$ cat config.mk
export PLATFORM = sky130hd
export DESIGN_NAME = cau_back
export DESIGN_NICKNAME = d
export VERILOG_FILES = /design/src/rtl/cau_pkg.sv /design/src/rtl/cau_back.sv
export SDC_FILE = /design/constraint.sdc
export NUM_CORES = 1
export LEC_CHECK = 0
export ABC_AREA = 1
export BUFFER_PORTS_ARGS = -buffer_cell sky130_fd_sc_hd__buf_2
export CAP_MARGIN = 10
export CORE_AREA = 4 4 91 93
export CTS_BUF_LIST = sky130_fd_sc_hd__clkbuf_8
export DETAILED_ROUTE_END_ITERATION = 6
export DIE_AREA = 0 0 95 97
export GPL_TIMING_DRIVEN = 0
export PLACE_DENSITY = 0.79
export SYNTH_ARGS = -nofsm -noshare
export SYNTH_HDL_FRONTEND = slang
export SYNTH_SLANG_ARGS = --single-unit
$ cat constraint.sdc
create_clock -name clk -period 3.7 [get_ports clk]
set_input_delay 0.37 -clock clk [delete_from_list [all_inputs] [get_ports clk]]
set_output_delay 0.37 -clock clk [all_outputs]
set_load 0.005 [all_outputs]
$ cat src/rtl/cau_pkg.sv
package cau_pkg;

  localparam int DATA_W = 16;
  localparam int FRAC_W = 8;
  localparam int PROD_W = 2 * DATA_W;
  localparam int SUM_W  = PROD_W + 1;
  localparam int DIR_W  = SUM_W - FRAC_W;
  localparam int NUM_W  = PROD_W + FRAC_W;
  localparam int QW     = DATA_W;
  localparam int REM_W  = PROD_W + QW;

  localparam logic [2:0] OP_ADD  = 3'd0;
  localparam logic [2:0] OP_SUB  = 3'd1;
  localparam logic [2:0] OP_MUL  = 3'd2;
  localparam logic [2:0] OP_DIV  = 3'd3;
  localparam logic [2:0] OP_CONJ = 3'd4;

  localparam logic signed [DATA_W-1:0] SAT_MAX = {1'b0, {(DATA_W-1){1'b1}}};
  localparam logic signed [DATA_W-1:0] SAT_MIN = {1'b1, {(DATA_W-1){1'b0}}};

  typedef struct packed {
    logic [2:0]               opcode;
    logic signed [DATA_W-1:0] a_real;
    logic signed [DATA_W-1:0] a_imag;
    logic signed [DATA_W-1:0] b_real;
    logic signed [DATA_W-1:0] b_imag;
  } req_t;

  typedef struct packed {
    logic signed [DATA_W-1:0] res_real;
    logic signed [DATA_W-1:0] res_imag;
    logic                     overflow;
    logic                     div_zero;
  } rsp_t;

  typedef struct packed {
    logic              is_div;
    logic              dz;
    logic              ovf_d;
    logic [DATA_W-1:0] re_d;
    logic [DATA_W-1:0] im_d;
    logic              neg_re;
    logic              neg_im;
    logic              big_re;
    logic              big_im;
    logic [REM_W-1:0]  rem_re;
    logic [REM_W-1:0]  rem_im;
    logic [QW-1:0]     q_re;
    logic [QW-1:0]     q_im;
    logic [PROD_W-1:0] den;
  } div_t;

endpackage

$ cat src/rtl/cau_back.sv
module cau_back import cau_pkg::*; (
  input  logic clk,
  input  logic rst,
  input  logic en,
  input  logic in_valid,
  input  div_t din,
  output logic out_valid,
  output rsp_t dout
);

  function automatic logic [DATA_W:0] quot(input logic neg, input logic big,
                                           input logic [QW-1:0] q);
    logic [DATA_W:0] r;
    if (!neg) begin
      if (big || q[QW-1]) begin
        r = {1'b1, SAT_MAX};
      end else begin
        r = {1'b0, q};
      end
    end else begin
      if (big || (q > QW'(SAT_MIN))) begin
        r = {1'b1, SAT_MIN};
      end else begin
        r = {1'b0, -q};
      end
    end
    return r;
  endfunction

  rsp_t rsp_next;

  always_comb begin
    logic [DATA_W:0] qr;
    logic [DATA_W:0] qi;
    qr = quot(din.neg_re, din.big_re, din.q_re);
    qi = quot(din.neg_im, din.big_im, din.q_im);
    if (!din.is_div) begin
      rsp_next.res_real = din.re_d;
      rsp_next.res_imag = din.im_d;
      rsp_next.overflow = din.ovf_d;
      rsp_next.div_zero = 1'b0;
    end else if (din.dz) begin
      rsp_next.res_real = '0;
      rsp_next.res_imag = '0;
      rsp_next.overflow = 1'b0;
      rsp_next.div_zero = 1'b1;
    end else begin
      rsp_next.res_real = qr[DATA_W-1:0];
      rsp_next.res_imag = qi[DATA_W-1:0];
      rsp_next.overflow = qr[DATA_W] | qi[DATA_W];
      rsp_next.div_zero = 1'b0;
    end
  end

  always_ff @(posedge clk) begin
    if (rst) begin
      out_valid <= 1'b0;
    end else if (en) begin
      out_valid <= in_valid;
    end
  end

  always_ff @(posedge clk) begin
    if (en) begin
      dout <= rsp_next;
    end
  end

endmodule

==> out/qor.txt, run 1 <==
run status = complete, no violations
simple-gate portion of the synthesized area = 42.3%
Post-CTS Setup Bufs = 0
Max IR drop VDD = 0.143 mV
number of synthesized flops with an enable pin = 34
Clk Latency, worst-skew pair = 0.29 ns
Critical Path Source = din[48]
Die H = 97 um
die area = 9220 um^2
RSZ-0062 raised after global routing = false
Gate power share = 25.2%
Final setup viols = 0
gpl congestion = 0.911
adder-cell area share of the yosys netlist = 0.903%
syn_nets = 586
Critical Path Fanout Max = 5
Worst R2R Start = out_valid
CTS Sinks = 35
CTS buffer count = 5
TritonRoute pass-1 iters = 5
I/O pin total = 238
Psw = 317 uW
Clk pwr share = 27.1%
area leader, netlist = edfxtp_1
Worst Hold Class = input pin to flip-flop
vias in the first global route = 2825
core region area = 7530 um^2
vias per cell = 4.99
DR iter-0 viols = 208
Relative slew margins = 44.6%
leakage power = 1.75 nW
sequential fraction of design power = 47.7%
internal cell power = 705 uW
Critical Path RT = 3.75 ns
layout cells sized above 1 = 31.5%
multiplexer area fraction after synthesis = 0.361%
Cell Area, Synth = 2770 um^2
largest net degree at the start of global routing = 36
Layout Nets = 700
DR vias = 2983
CTS Buffer Depth = 2
hold buffer count at CTS = 0
most numerous cell in the Yosys netlist = nand2_1
xor-xnor portion of the synthesized cell area = 0.948%
Die Wd = 95 um
top cells by area, synth = edfxtp_1, nand2_1, nand3_1
PwrDens = 290 nW/um^2
Synth warnings = 0
Compound-Gate Fraction of Synth Area = 10.3%
Setup Skew = 0 ns
crit path kind = input pin to flip-flop
Hold Fails Final Rpt = 0
FF-to-FF setup slack = 3.10 ns
Avg WL per Cell = 14.8 um
Starting Density = 36.8%
share of flip-flops with an asynchronous set or reset = 0%
Layout Area Growth over Synthesis = 26.9%
R2R cell count = 2
Worst EP arrival = 1.65 ns
WHS Path Cells = 2
DP Wirelength = 7110 um
setup_tns = 0 ns
cell row count = 32
min-delay src = rst
CTS H-tree depth = 2
Sw Share = 31.0%
worst reg2reg endpoint = out_valid
hold_ws = 0.222 ns
Ant. Diodes = 0
main combinational cell family by area after synthesis = simple AND/OR/NAND/NOR gates
min cycle time layout = 1.60 ns
Synth cell types = 35
Max Cap Violations = 0
sequential-to-total area share from yosys stat = 37.5%
Setup crit start kind = input pin
# port buffers = 107
post-CTS sizing = 0
Routed WL = 8870 um
initial antenna violation count = 0
fin crit share = 43.3%
post-route ant nets = 0
clock-pin slew of the registers on the worst-case setup and hold paths = 0.08 ns
CTS tree = built
first-pass GRT wire length = 13800 um
residual DRC count = 0
Commonest cells post-synth = nand2_1, nand3_1, inv_1
Slew @ Worst Pin = 0.831 ns
synthesized area per cell = 7.28 um^2
fin util = 46.8%
FMAX = 624 MHz
clk root buf = clkbuf_8
Tot GR Track Use = 19.1%
Most used DFF post-synth = edfxtp_1
WHS Endpoint = out_valid
Syn Inst Count = 381
element type at the critical path end = flip-flop
fin. max-slew vios = 0
post-synth top area share = 36.8%
grt ovf = 0
Synth Register Bits = 35
==> cells in the final DEF (no fill, tap or decap), types with 4 or more instances in the layout <==
cell,count
clkbuf_8,5
inv_2,7
o21ai_0,17
edfxtp_1,34
nand4_1,4
nor2_1,30
nand3_2,4
nand2_4,4
a31oi_1,5
nand2_1,119
a21oi_1,11
inv_1,40
buf_2,108
nand3_1,52
clkbuf_1,4
o21ai_1,5
nor2_4,7
o21ai_2,6
==> registers in the layout, indices dropped and copies added, names as in the netlist <==
signal and cells:
dout 34, out_valid 1
==> per-layer routing <==
metal / wire, um / global-route usage [%]
met1: 4120 / 27.2
met2: 3870 / 29.6
met3: 685 / 3.34
met4: 188 / 5.44
met5: 0 / 0
==> worst max-delay path, stage by stage <==
cell and delay, ns:
buf_2 0.11, inv_1 0.07, ha_1 0.20, nand3_2 0.15, nor2_1 0.32, o21ai_0 0.11, o21ai_0 0.23, o21ai_2 0.08
==> how the worst max path moves through the flow <==
stage,end,cells after the start,slack [ns]
floorplan,dout[24],7,2.13
global route,dout[28],10,1.94
global placement,dout[24],8,1.84
detailed placement,dout[24],8,1.80
finish,dout[24],8,2.10
CTS,dout[24],8,2.12
==> stage by stage <==
stage	setup slack [ns]	instance area [um^2]	power, mW	std cells
6_report	2.10	3520	1.02	598
5_1_grt	1.94	3520	1.07	598
2_1_floorplan	2.13	2770	0.621	381
4_1_cts	2.12	3520	1.02	598
3_3_place_gp	1.84	3440	0.747	590
3_5_place_dp	1.80	3440	0.751	590
==> cell families after synthesis <==
logic type,after synthesis
adder cells (fa/ha/maj),2
multiplexers,1
flip-flops,35
AO/OA/AOI/OAI,49
XOR/XNOR,3
AND/OR/NAND/NOR,236
buffers and inverters,55
==> power groups by stage <==
stage	clock [mW]	combinational (mW)	sequential [mW]
4_1_cts	0.280	0.256	0.488
3_5_place_dp	0	0.255	0.496
6_report	0.277	0.257	0.488
2_1_floorplan	0	0.121	0.500
3_3_place_gp	0	0.250	0.497
5_1_grt	0.294	0.286	0.491
==> area by class of cell <==
class | count | area [um^2]
Clock buffer | 5 | 68.8
Timing Repair Buffer | 107 | 536
Multi-Input combinational cell | 291 | 1520
Inverter | 47 | 176
Buffer | 8 | 36.3
Tap cell | 102 | 128
Clock inverter | 3 | 15.0
Fill cell | 820 | 4010
Sequential cell | 35 | 1040
Power figures use the tool's default switching activity.
==> inputs of run 2 (changes only) <==
==> config.mk (replaced) <==
export PLATFORM = sky130hd
export DESIGN_NAME = cau_back
export DESIGN_NICKNAME = d
export VERILOG_FILES = /design/src/rtl/cau_pkg.sv /design/src/rtl/cau_back.sv
export SDC_FILE = /design/constraint.sdc
export NUM_CORES = 1
export LEC_CHECK = 0
export ABC_AREA = 0
export BUFFER_PORTS_ARGS = -buffer_cell sky130_fd_sc_hd__buf_2
export CAP_MARGIN = 10
export CORE_MARGIN = 4
export CORE_UTILIZATION = 35
export CTS_BUF_LIST = sky130_fd_sc_hd__clkbuf_8
export DETAILED_ROUTE_END_ITERATION = 6
export GPL_TIMING_DRIVEN = 0
export PLACE_DENSITY = 0.81
export SYNTH_ARGS = -nofsm -noshare
export SYNTH_HDL_FRONTEND = slang
export SYNTH_SLANG_ARGS = --single-unit
==> constraint.sdc (replaced) <==
create_clock -name clk -period 1.4 [get_ports clk]
set_input_delay 0.14 -clock clk [delete_from_list [all_inputs] [get_ports clk]]
set_output_delay 0.14 -clock clk [all_outputs]
set_load 0.005 [all_outputs]
==> run 2 against run 1 <==
Against the previous run:
- clock skew is the same
- core utilization grew 9.9 points
- register-to-register slack lost 2.3 ns
- clock power grew to 2.7 times the previous value
- synthesized area shrank 7.1%
- via count shrank 2.7%
- the flow now finishes with violations (negative setup slack)
- non-clock buffer count grew 26
- worst hold slack lost 0.13 ns
==> out/qor.txt, run 2 <==
PwrDens = 711 nW/um^2
Critical Path Fanout Max = 4
commonest non-fill, non-tap cell in the layout = buf_2
DR vias = 2902
Post-Layout Cell Count = 510
Commonest cells post-synth = edfxtp_1, nand2_1, a21oi_1, inv_1, nor2_1
Clk Latency, worst-skew pair = 0.28 ns
Most used DFF post-synth = edfxtp_1
Largest register FFs = 34
vias in the first global route = 2876
Pwr Total = 2.91 mW
FILL cells = 651
top cells by area, synth = edfxtp_1, o2bb2ai_1, o32ai_1
synthesized area per cell = 9.20 um^2
first-pass GRT wire length = 14700 um
post-route ant nets = 0
Synth Register Bits = 35
Die H = 93.8 um
TritonRoute pass-1 iters = 5
fin. max-slew vios = 0
syn_nets = 485
Starting Density = 35.7%
Top reg by flops = dout
CTS Sinks = 35
number of synthesized flops with an enable pin = 34
CTS Buffer Depth = 2
area leader, netlist = edfxtp_1
Hold Fails Final Rpt = 0
sequential-to-total area share from yosys stat = 40.4%
Max IR drop VDD = 0.457 mV
Avg WL per Cell = 18.7 um
initial antenna violation count = 0
Synth warnings = 0
I/O pin total = 238
Synth cell types = 60
critical path's slowest cell = or4_4
share of flip-flops with an asynchronous set or reset = 0%
CTS buffer count = 5
Layout Nets = 615
Relative slew margins = 43.1%
Slew @ Worst Pin = 0.854 ns
element type at the critical path end = flip-flop
grt ovf = 0
Die Wd = 93.8 um
die area = 8790 um^2
layout cells sized above 1 = 49.9%
most frequent cells in the layout = buf_2, edfxtp_1, nand2_1
DP Wirelength = 6600 um
CTS tree = built
Final setup viols = 25
Routed WL = 9540 um
violated checks = negative setup slack
Ant. Diodes = 0
clock-pin slew of the registers on the worst-case setup and hold paths = 0.08 ns
Worst EP arrival = 1.59 ns
DR iter-0 viols = 302
gpl congestion = 0.947
Worst Hold Class = input pin to flip-flop
# port buffers = 105
Tot GR Track Use = 21.2%
Cell Area, Synth = 2570 um^2
clk root buf = clkbuf_8
Setup crit start kind = input pin
core region area = 7210 um^2
min cycle time layout = 1.55 ns
post-synth top area share = 39.7%
cell row count = 31
RSZ-0062 raised after global routing = true
Critical Path RT = 1.44 ns
vias per cell = 5.69
CTS H-tree depth = 2
Cell Count Post-Placement = 484
Regs by FF count = dout x34, out_valid x1
largest net degree at the start of global routing = 36
Syn Inst Count = 280
run status = finished with violations
Max Cap Violations = 0
final setup margin = -0.148 ns
FMAX = 646 MHz
most numerous cell in the Yosys netlist = edfxtp_1
CP Cell Sequence = buf_8, or4_4, or3_4, a2111oi_4, o2bb2ai_2
residual DRC count = 0
Worst path max stage delay = 0.57 ns
crit path kind = input pin to flip-flop
Setup Skew = 0 ns
fin crit share = 111%
Layout Area Growth over Synthesis = 58.7%
leakage power = 1.61 nW
run 2: changes by cell type after synthesis, sizes merged, moves of 5 or more:
cell     change
o32ai       +13
inv         -25
or4          +5
a21oi       +11
buf          +6
o21ai       -26
nand4        +5
o2bb2ai     +15
o22ai        +8
nor4         +7
nor3         +5
nand3       -50
nor2        -20
nand2       -96
run 2: layout make-up:
type,instances,area (um^2),area share (%)
repair buffers,123,751,18.4
inverters,22,100,2.45
flip-flops and latches,35,1040,25.5
multi-input cells,205,1840,45.0
plain buffers,18,150,3.67
well taps,99,124,3.03
clock buffers,5,68.8,1.68
clock inverters,3,15.0,0.367
run 2: timing repair:
item	CTS	global route
endpoints found under the hold margin	1	0
endpoints found under the setup margin	31	30
setup buffers	15	2
hold buffers	1	0
resized for setup	49	41
pin swaps	13	19
run 2: where the power goes:
group	total [mW]	internal, mW	switching [mW]
sequential	1.29	1.26	0.0316
clock	0.744	0.341	0.403
combinational	0.867	0.403	0.464
total	2.91	2.01	0.899
run 2: kinds of logic (layout without fill, tap and decap cells):
logic type	Yosys count	after routing	share of synthesized area, %
AO/OA/AOI/OAI	88	88	25.1
XOR/XNOR	2	2	0.680
adder cells (fa/ha/maj)	2	2	0.972
buffers and inverters	40	171	7.77
flip-flops	35	35	40.4
multiplexers	3	3	1.17
AND/OR/NAND/NOR	110	110	23.9
run 2: critical path: cells and delay by family:
| kind | cells | cell delay, ns |
|---|---|---|
| buffers and inverters | 1 | 0.10 |
| and+or+nand+nor | 2 | 0.93 |
| AOI/OAI and AO/OA | 2 | 0.40 |
run 2: final timing paths:
| path | start | to | slack, ns | depth (start not counted) |
|---|---|---|---|---|
| max | din[32] | dout[17] | -0.15 | 5 |
| min | in_valid | out_valid | 0.09 | 3 |
| max reg2reg | out_valid | out_valid | 0.82 | 2 |
| min reg2reg | out_valid | out_valid | 0.50 | 2 |
run 2: per-layer routing:
layer | vias to the layer above | wire length, um | track usage (%)
met5 | - | 0 | 0
met4 | 0 | 193 | 6.98
met3 | 20 | 784 | 4.49
met2 | 140 | 4370 | 32.3
met1 | 1376 | 4190 | 29.7
li1 | 1366 | - | -
run 2: stage by stage:
stage          cell area, um^2  hold WS, ns  setup TNS [ns]  utilization [%]  setup WS, ns
2_1_floorplan             2730        0.212           -3.85                -        -0.272
3_3_place_gp              3380        0.298          -15.79             46.8        -0.682
3_5_place_dp              3380        0.305          -16.35             46.8        -0.642
4_1_cts                   3840       0.0860           -1.00             53.2        -0.175
5_1_grt                   4090        0.117           -2.90             56.7        -0.172
6_report                  4090       0.0916           -1.57             56.7        -0.148
